--- config.mk ---
export PLATFORM = sky130hd
export DESIGN_NAME = tcw_front
export DESIGN_NICKNAME = d
export VERILOG_FILES = /design/src/design/tcw_pkg.sv /design/src/design/tcw_front.sv
export SDC_FILE = /design/constraint.sdc
export NUM_CORES = 1
export LEC_CHECK = 0
export ABC_AREA = 0
export BUFFER_PORTS_ARGS = -buffer_cell sky130_fd_sc_hd__buf_2
export CAP_MARGIN = 20
export CORE_UTILIZATION = 38
export CTS_CLUSTER_SIZE = 40
export DETAILED_ROUTE_END_ITERATION = 16
export GPL_TIMING_DRIVEN = 0
export REMOVE_ABC_BUFFERS = 1
export SLEW_MARGIN = 10
export SYNTH_ARGS = -nofsm -noshare
export SYNTH_HDL_FRONTEND = slang
export SYNTH_SLANG_ARGS = --single-unit
--- constraint.sdc ---
create_clock -name i_clk -period 2.3 [get_ports i_clk]
set_input_delay 0.23 -clock i_clk [delete_from_list [all_inputs] [get_ports i_clk]]
set_output_delay 0.23 -clock i_clk [all_outputs]
set_load 0.05 [all_outputs]
--- src/design/tcw_pkg.sv ---
`timescale 1ns / 1ps
package tcw_pkg;

    typedef struct packed {
        logic [1:0]  opcode;
        logic [7:0]  char_code;
        logic [10:0] cell_index;
    } t_in_word;

    typedef struct packed {
        logic [10:0] cursor_position;
        logic [15:0] cell_data;
    } t_out_word;

    localparam logic [1:0] OP_PUT   = 2'd0;
    localparam logic [1:0] OP_CLEAR = 2'd1;
    localparam logic [1:0] OP_READ  = 2'd2;

    localparam logic [2:0] K_CHAR      = 3'd0;
    localparam logic [2:0] K_NEWLINE   = 3'd1;
    localparam logic [2:0] K_BACKSPACE = 3'd2;
    localparam logic [2:0] K_CLEAR     = 3'd3;
    localparam logic [2:0] K_READ      = 3'd4;
    localparam logic [2:0] K_NOP       = 3'd5;

    typedef struct packed {
        logic [2:0]  kind;
        logic [7:0]  char_code;
        logic [10:0] cell_index;
        logic        in_range;
    } t_cmd;

    localparam logic [7:0] CH_NEWLINE   = 8'd10;
    localparam logic [7:0] CH_BACKSPACE = 8'd8;
    localparam logic [7:0] BLANK_CHAR   = 8'h20;
    localparam logic [7:0] FIXED_ATTR   = 8'h07;

    localparam logic REG_ATTR = 1'b0;
    localparam logic REG_MODE = 1'b1;

endpackage

--- src/design/tcw_front.sv ---
`timescale 1ns / 1ps
module tcw_front #(
    parameter int COLUMNS = 80,
    parameter int ROWS    = 25
) (
    input  logic              i_clk,
    input  logic              i_rst_n,
    input  logic              i_in_valid,
    input  tcw_pkg::t_in_word i_in_word,
    output logic              o_in_stall,
    input  logic              i_hold,
    output logic              o_cmd_valid,
    output tcw_pkg::t_cmd     o_cmd,
    input  logic              i_pop
);
    import tcw_pkg::*;

    localparam int CELL_COUNT = ROWS * COLUMNS;

    t_cmd       r_q [2];
    logic       r_wp;
    logic       r_rp;
    logic [1:0] r_cnt;
    t_cmd       cls;
    logic       push;

    always_comb begin
        cls.char_code  = i_in_word.char_code;
        cls.cell_index = i_in_word.cell_index;
        cls.in_range   = (32'(i_in_word.cell_index) < 32'(CELL_COUNT));
        unique case (i_in_word.opcode)
            OP_PUT: begin
                if (i_in_word.char_code == CH_NEWLINE) begin
                    cls.kind = K_NEWLINE;
                end else if (i_in_word.char_code == CH_BACKSPACE) begin
                    cls.kind = K_BACKSPACE;
                end else begin
                    cls.kind = K_CHAR;
                end
            end
            OP_CLEAR: cls.kind = K_CLEAR;
            OP_READ:  cls.kind = K_READ;
            default:  cls.kind = K_NOP;
        endcase
    end

    assign o_in_stall  = i_hold || (r_cnt == 2'd2);
    assign push        = i_in_valid && !o_in_stall;
    assign o_cmd_valid = (r_cnt != 2'd0);
    assign o_cmd       = r_q[r_rp];

    always_ff @(posedge i_clk) begin
        if (push) begin
            r_q[r_wp] <= cls;
        end
    end

    always_ff @(posedge i_clk) begin
        if (!i_rst_n) begin
            r_wp  <= 1'b0;
            r_rp  <= 1'b0;
            r_cnt <= 2'd0;
        end else begin
            if (push) begin
                r_wp <= ~r_wp;
            end
            if (i_pop) begin
                r_rp <= ~r_rp;
            end
            r_cnt <= r_cnt + 2'(push) - 2'(i_pop);
        end
    end
endmodule

# Word level (Yosys, flattened, before mapping)
# Memories as Yosys holds them, arrays and structs flattened. A register that Yosys moved wholly into a read port is not among the register bits.
# Index checks and enable logic that the tools add are counted.
dict set report totals {
  reg_bits 4
  latch_bits 0
  ram_bits 46
  mem_bits_ro 0
  in_bits 26
  output_inout_bits 25
  memories 1
}
# memory depth width read_ports rd_clocked_by_memory_dff wr line
set mem_list {}
lappend mem_list {r_q 2 23 1 1 1 tcw_front.sv:20} ;# t_cmd r_q [2];
dict set report op_classes {
  add_sub_neg 2
  multipliers 0
  n_div 0
  order_cmp 1
  eq_ne 5
  shifts 0
  mux 7
  bitwise_logic 2
  n_reduce_logical 5
}
# op count
set op_table {}
lappend op_table {{equality test 8 x 4 -> 1 bit, second input constant} 2}
lappend op_table {{< comparator 11 bit, second input constant} 1}
lappend op_table {{case mux 3 bit (3 select lines)} 1}
lappend op_table {{equality test 2 bit, second input constant} 2}
lappend op_table {{two-way mux 1 bit} 4}
lappend op_table {{two-way mux 2 bit} 2}
lappend op_table {{adder 2 x 1 -> 2 bit} 1}
lappend op_table {{equality test 2 x 1 -> 1 bit, second input constant} 1}
lappend op_table {{logical NOT 2 bit} 1}
lappend op_table {{inverter 1 bit} 2}
lappend op_table {{nonzero test 2 bit} 1}
lappend op_table {{subtractor 2 x 1 -> 2 bit} 1}
lappend op_table {{logical AND 1 bit} 1}
lappend op_table {{logical NOT 1 bit} 1}
lappend op_table {{logical OR 1 bit} 1}

# Longest topological paths before layout
# Gate-level depths: netlist (run 1).
dict set report logic_depth {
  word_depth 6
  depth_mapped 9
  mapped_depth_nobuf 8
}

# Worst setup path before layout (run 1)
# Ideal clock, no wire load.
dict set report synth_path {
  kind {register to register}
  start {register r_cnt[1]}
  end {memory r_q[0][0] in the netlist's numbering (enable)}
  arrival_ps 1886
  required_time_ps 1897
  path_slack_ps 11
  path_stages_with_launch 5
  path_buffers 1
  path_cell_list {dfxtp_1 nor2b_4 or3b_1 buf_2 nor2_1}
}
dict set report synth_via {
  elab_chain_len 6
}
# element line
set synth_rtl {}
lappend synth_rtl {{from (decl)} tcw_front.sv:23} ;# logic [1:0] r_cnt;
lappend synth_rtl {{from (signal assigned)} tcw_front.sv:70} ;# r_cnt <= r_cnt + 2'(push) - 2'(i_pop);
lappend synth_rtl {{equality test 2 bit} tcw_front.sv:47} ;# assign o_in_stall = i_hold || (r_cnt == 2'd2);
lappend synth_rtl {{logical OR 1 bit} tcw_front.sv:47}
lappend synth_rtl {{logical NOT 1 bit} tcw_front.sv:48} ;# assign push = i_in_valid && !o_in_stall;
lappend synth_rtl {{logical AND 1 bit} tcw_front.sv:48}
lappend synth_rtl {{two-way mux 1 bit} tcw_front.sv:53} ;# if (push) begin
lappend synth_rtl {{two-way mux 1 bit (implied by the code)} tcw_front.sv:54} ;# r_q[r_wp] <= cls;
lappend synth_rtl {{to (decl)} tcw_front.sv:20}
# Every way passes these cells.

# Worst setup path in the final report (run 1)
dict set report layout_path {
  start {register r_cnt[0]}
  end {memory r_q[0][1] in the netlist's numbering (enable)}
}
# Same word-level chain as after synthesis.

==> flow_metrics.env, run 1 <==
export IMPL_avgSynthCellArea_um2=18.0
export IMPL_gp_congestion=0.697
export IMPL_fin_nets=193
export IMPL_muxShareOfSynthArea_pct=13.7
export IMPL_clk_insertion_delay_late_ps=300
export IMPL_cp_max_fo=12
export IMPL_fin_crit_ps=2070
export IMPL_synth_most_common_cell="edfxtp_1"
export IMPL_grt_pass1_vias=1126
export IMPL_gr_total_overflow=0
export IMPL_coreArea_um2=4850
export IMPL_grt_pass1_wl_um=5180
export IMPL_fin_skew_ps=9.61
export IMPL_path_clk_slew_ps=90
export IMPL_synth_area_leaders="edfxtp_1, mux2_2, dfxtp_1, nor2_1, ha_1"
export IMPL_initial_core_util_pct=40.4
export IMPL_yosys_area_share_adder_pct=1.28
export IMPL_wl_per_cell_um=14.2
export IMPL_num_rows=25
export IMPL_async_flop_share_pct=0
export IMPL_fillers=420
export IMPL_seqCellArea_um2=1480
export IMPL_tightest_slew_ps=723
export IMPL_p_int_mw=1.40
export IMPL_period_share_pct=90.2
export IMPL_power_density_nw_per_um2=809
export IMPL_final_cells=233
export IMPL_synth_seq_area_share_pct=75.7
export IMPL_viasPerCell=4.61
export IMPL_ant_nets=0
export IMPL_drc_errors=0
export IMPL_design_area_um2=2400
export IMPL_fin_ws_ps=226
export IMPL_holdBufCountCts=0
export IMPL_synth_common_cells="edfxtp_1, mux2_2, nor2_1"
export IMPL_hold_violations=0
export IMPL_clock_root_buffer="clkbuf_8"
export IMPL_ys_flop_type="edfxtp_1"
export IMPL_diodes=0
export IMPL_die_h_um=73.8
export IMPL_cap_viol_max_count=0
export IMPL_dp_cells=224
export IMPL_placed_area_um2=2310
export IMPL_synth_cell_type_count=23
export IMPL_worst_setup_path_end_kind="flop"
export IMPL_dr_total_vias=1073
export IMPL_swShare_pct=28.1
export IMPL_grt_usage_pct=13.5
export IMPL_yosys_area_top_type="edfxtp_1"
export IMPL_postCtsSetupRepairBufs=0
export IMPL_ctsResizeCount=0
export IMPL_outcome="finished, final reports clean"
export IMPL_grt_max_degree=24
export IMPL_dr_first_iter_drc_count=14
export IMPL_pin_count=51
export IMPL_synth_area_um2=1960
export IMPL_cts_tree="yes"
export IMPL_setup_violations=0
export IMPL_drt_total_wl_um=3300
export IMPL_rsz0062_at_grt="no"
export IMPL_path_class="reg2reg"
export IMPL_clkPwrFrac_pct=24.4
export IMPL_setup_tns_ps=0
export IMPL_relSlewSlack_pct=51.7
export IMPL_cp_required_ps=2310
export IMPL_post_dp_hpwl_um=2310
export IMPL_dieArea_um2=5440
export IMPL_synth_top_cell_area_share_pct=70.5
export IMPL_synth_xor_area_share_pct=0.895
export IMPL_clockBufferDepth=2
export IMPL_portBuffers=50
export IMPL_cts_buffers=5
export IMPL_slew_violations=0
export IMPL_synth_warnings=0
export IMPL_ir_worst_vdd_mv=0.387
export IMPL_synth_compound_area_share_pct=1.41
export IMPL_h_tree_depth=2
export IMPL_pre_cts_ws_ps=205
export IMPL_clkSinkCount=51
export IMPL_cp_start_kind="flop"
export IMPL_synthSimpleGateAreaFrac_pct=5.30
export IMPL_seq_power_share_pct=55.7
export IMPL_die_width_um=73.8
export IMPL_dr_pass1_iters=5
export IMPL_ys_ff_latch=51
export IMPL_power_frac_comb_pct=19.9
export IMPL_synthCells=109
export IMPL_synth_top_family_by_area="multiplexers"
export IMPL_antenna_found_initial=0
export IMPL_max_freq_mhz=482
export IMPL_synth_edff_count=46
export IMPL_leakagePower_nw=0.914
export IMPL_multiInputGateArea_um2=448
export IMPL_arrival_ps=2080
export IMPL_p_switching_mw=0.546
export IMPL_area_delta_synth_final_pct=22.8
export IMPL_holdCritPathClass="in2reg"
export IMPL_drive_gt1_share_pct=53.0
[area by class of cell]
class                      count  area share [%]
sequential                    51            61.6
timing repair buffer          53            12.3
tap                           67            3.49
inverter                       4           0.624
multi-input combinational     50            18.6
clock buffer                   7            3.17
clock inverter                 1           0.208
[logic make-up (layout without fill, tap and decap cells)]
family          count (synthesis)  count (layout)
xor+xnor                        2               2
simple gates                   19              19
mux                            24              24
flops                          51              51
compound gates                  3               3
fa+ha+maj                       2               2
buf+inv                         8              65
[sequential cells by signal, indices dropped and copies added, names as in the netlist, named ones only]
name,cells
r_wp,1
r_cnt,2
r_rp,1
r_q,46
[worst paths after layout]
kind                                     startpoint                  end  slack, ps  cells after the start
worst min register to register    r_wp$_SDFFE_PN0P_    r_wp$_SDFFE_PN0P_        500                      2
worst min-delay path                   i_in_word[0]  r_q[0][1]$_DFFE_PP_        120                      1
worst max register to register  r_cnt[0]$_SDFF_PN0_  r_q[0][1]$_DFFE_PP_        230                      4
worst max-delay path            r_cnt[0]$_SDFF_PN0_  r_q[0][1]$_DFFE_PP_        230                      4
[worst max-delay path, stage by stage, from the launching register on]
cell,delay (ps)
dfxtp_1,420
nor2b_4,60
or3b_1,460
nor2_2,600
buf_8,240
[layout by cell type (no fill, tap or decap), drive strengths merged, types with 2 or more instances in the layout]
cell and instances:
buf 53, edfxtp 46, mux2 23, nor2 8
clkbuf 7, dfxtp 5, inv 4, or2 2
nand2 2, ha 2, and2 2
[power by group through the flow]
stage | combinational, mW | sequential [mW] | clock, mW
after floorplan | 0.278 | 1.11 | 0
after global placement | 0.359 | 1.12 | 0
after detailed placement | 0.375 | 1.12 | 0
after CTS | 0.376 | 1.10 | 0.493
after global routing | 0.414 | 1.09 | 0.538
final | 0.387 | 1.08 | 0.474
[routing by layer]
metal	GRT usage, %	share of wire [%]	up-vias
met3	4.53	4.4	4
li1	-	-	522
met2	23.0	52	31
met5	0	0	-
met1	15.3	42	516
met4	5.77	1.3	0
[stage by stage]
stage,util (%),hold slack [ps],power [mW]
after CTS,49.3,113,1.97
final,49.6,123,1.95
after floorplan,-,329,1.38
after global placement,46.9,420,1.47
after detailed placement,47.6,422,1.49
after global routing,49.6,108,2.04
Note: power is estimated with default switching activity, not from simulation.
==> run 2, diff against run 1 <==
- clock period: 2.3 -> 1.7 ns (I/O delays scaled with it)
==> flow_metrics.env, run 2 (same netlist as run 1, synthesis figures left out) <==
export IMPL_fin_crit_ps=1760
export IMPL_cts_buffers=5
export IMPL_h_tree_depth=2
export IMPL_tightest_slew_ps=467
export IMPL_cpMostUsedCell="ha_4"
export IMPL_cp_slowest_stage_delay_ps=390
export IMPL_post_dp_hpwl_um=2310
export IMPL_worstPathCellList="nor2b_4, or3b_4, ha_4, inv_2, ha_4, xor2_4, and2_4, nor3_2"
export IMPL_met2_length_um=1900
export IMPL_largest_register="r_q"
export IMPL_cts_tree="yes"
export IMPL_dr_pass1_iters=5
export IMPL_fillers=415
export IMPL_relSlewSlack_pct=68.6
export IMPL_grt_pass1_vias=1172
export IMPL_ant_nets=0
export IMPL_area_delta_synth_final_pct=30.5
export IMPL_largest_reg_flops=46
export IMPL_period_share_pct=103
export IMPL_viasPerCell=4.62
export IMPL_diodes=0
export IMPL_grt_usage_pct=14.0
export IMPL_rsz0062_at_grt="yes"
export IMPL_slew_violations=0
export IMPL_seqCellArea_um2=1490
export IMPL_cp_start_kind="flop"
export IMPL_final_cells=242
export IMPL_leakagePower_nw=0.968
export IMPL_multiInputGateArea_um2=513
export IMPL_setup_tns_ps=-55.4
export IMPL_cp_top_family="simple AND/OR/NAND/NOR gates"
export IMPL_outcome="finished with violations"
export IMPL_clock_root_buffer="clkbuf_8"
export IMPL_grt_pass1_wl_um=5400
export IMPL_dp_cells=224
export IMPL_num_rows=25
export IMPL_clk_insertion_delay_late_ps=300
export IMPL_worst_setup_path_end_kind="flop"
export IMPL_hold_depth=1
export IMPL_reg2regPathDepth=8
export IMPL_top_layer="met4"
export IMPL_dr_first_iter_drc_count=18
export IMPL_coreArea_um2=4850
export IMPL_holdCritPathClass="in2reg"
export IMPL_layout_commonest_cell="buf_2"
export IMPL_drive_gt1_share_pct=61.1
export IMPL_fin_ws_ps=-55.4
export IMPL_arrival_ps=1990
export IMPL_wl_met3_um=182
export IMPL_antenna_found_initial=0
export IMPL_critPathBufInv=1
export IMPL_portBuffers=50
export IMPL_gr_total_overflow=0
export IMPL_reg_largest_list="r_q x46, r_cnt x2"
export IMPL_power_density_nw_per_um2=1060
export IMPL_wl_per_cell_um=14.7
export IMPL_ir_worst_vdd_mv=0.522
export IMPL_hold_violations=0
export IMPL_drt_total_wl_um=3550
export IMPL_crit_slowest_cell="or3b_4"
export IMPL_setup_violations=1
export IMPL_max_freq_mhz=570
export IMPL_violations="setup timing"
export IMPL_fin_skew_ps=11.2
export IMPL_dr_total_vias=1118
export IMPL_gp_congestion=0.697
export IMPL_grt_max_degree=24
export IMPL_wl_met1_um=1430
export IMPL_fin_nets=202
export IMPL_path_class="reg2reg"
export IMPL_pin_count=51
export IMPL_cp_num_cells=8
export IMPL_cap_viol_max_count=0
export IMPL_initial_core_util_pct=40.4
export IMPL_die_h_um=73.8
export IMPL_cp_max_fo=2
export IMPL_path_clk_slew_ps=90
export IMPL_mostFrequentLayoutCells="buf_2, edfxtp_1, mux2_2"
export IMPL_die_width_um=73.8
export IMPL_cp_required_ps=1930
export IMPL_clkSinkCount=51
export IMPL_clockBufferDepth=2
export IMPL_drc_errors=0
export IMPL_dieArea_um2=5440
==> run 2: changes by cell type in the layout (fill, tap and decap cells not counted), sizes merged <==
| cell | change |
|---|---|
| buf | +9 |
==> run 2: repair_timing <==
item	4_1_cts	5_1_grt
setup buffers	8	2
pin swaps	4	2
hold buffers	0	0
setup endpoints to repair	71	20
resized for setup	15	2
==> run 2: stage by stage <==
step	util (%)	power [mW]	instance area, um^2	setup slack, ps	hold WS (ps)
after floorplan	-	1.87	1940	-546	269
after CTS	51.8	2.71	2510	-77.4	53.4
after global routing	52.7	2.85	2550	-114	48.5
after detailed placement	47.6	2.02	2310	-395	362
final	52.7	2.72	2550	-55.4	63.6
after global placement	46.9	1.99	2270	-1130	360
==> run 2: final cells by class <==
class | instances | area share (%)
Sequential cell | 51 | 58.3
Multi-Input combinational cell | 50 | 20.1
Timing Repair Buffer | 62 | 14.5
Tap cell | 67 | 3.28
Clock buffer | 7 | 2.99
Inverter | 4 | 0.588
Clock inverter | 1 | 0.196
==> run 2: worst paths after layout <==
check | start | to | slack (ps)
min | i_in_word[0] | r_q[0][1]$_DFFE_PP_ | 60
max | r_cnt[1]$_SDFF_PN0_ | r_cnt[1]$_SDFF_PN0_ | -60
max reg2reg | r_cnt[1]$_SDFF_PN0_ | r_cnt[1]$_SDFF_PN0_ | -60
min reg2reg | r_wp$_SDFFE_PN0P_ | r_wp$_SDFFE_PN0P_ | 540
==> run 2: per-layer routing <==
| metal | track usage (%) | vias up |
|---|---|---|
| met2 | 24.2 | 35 |
| met3 | 4.53 | 4 |
| met1 | 15.9 | 541 |
| met4 | 5.77 | 0 |
| met5 | 0 | - |
| li1 | - | 538 |
==> run 2: where the power goes <==
group          switching, mW  total (mW)  internal, mW
logic                  0.388       0.605         0.217
clock network          0.358       0.647         0.289
registers             0.0282        1.47          1.44
total                  0.774        2.72          1.95
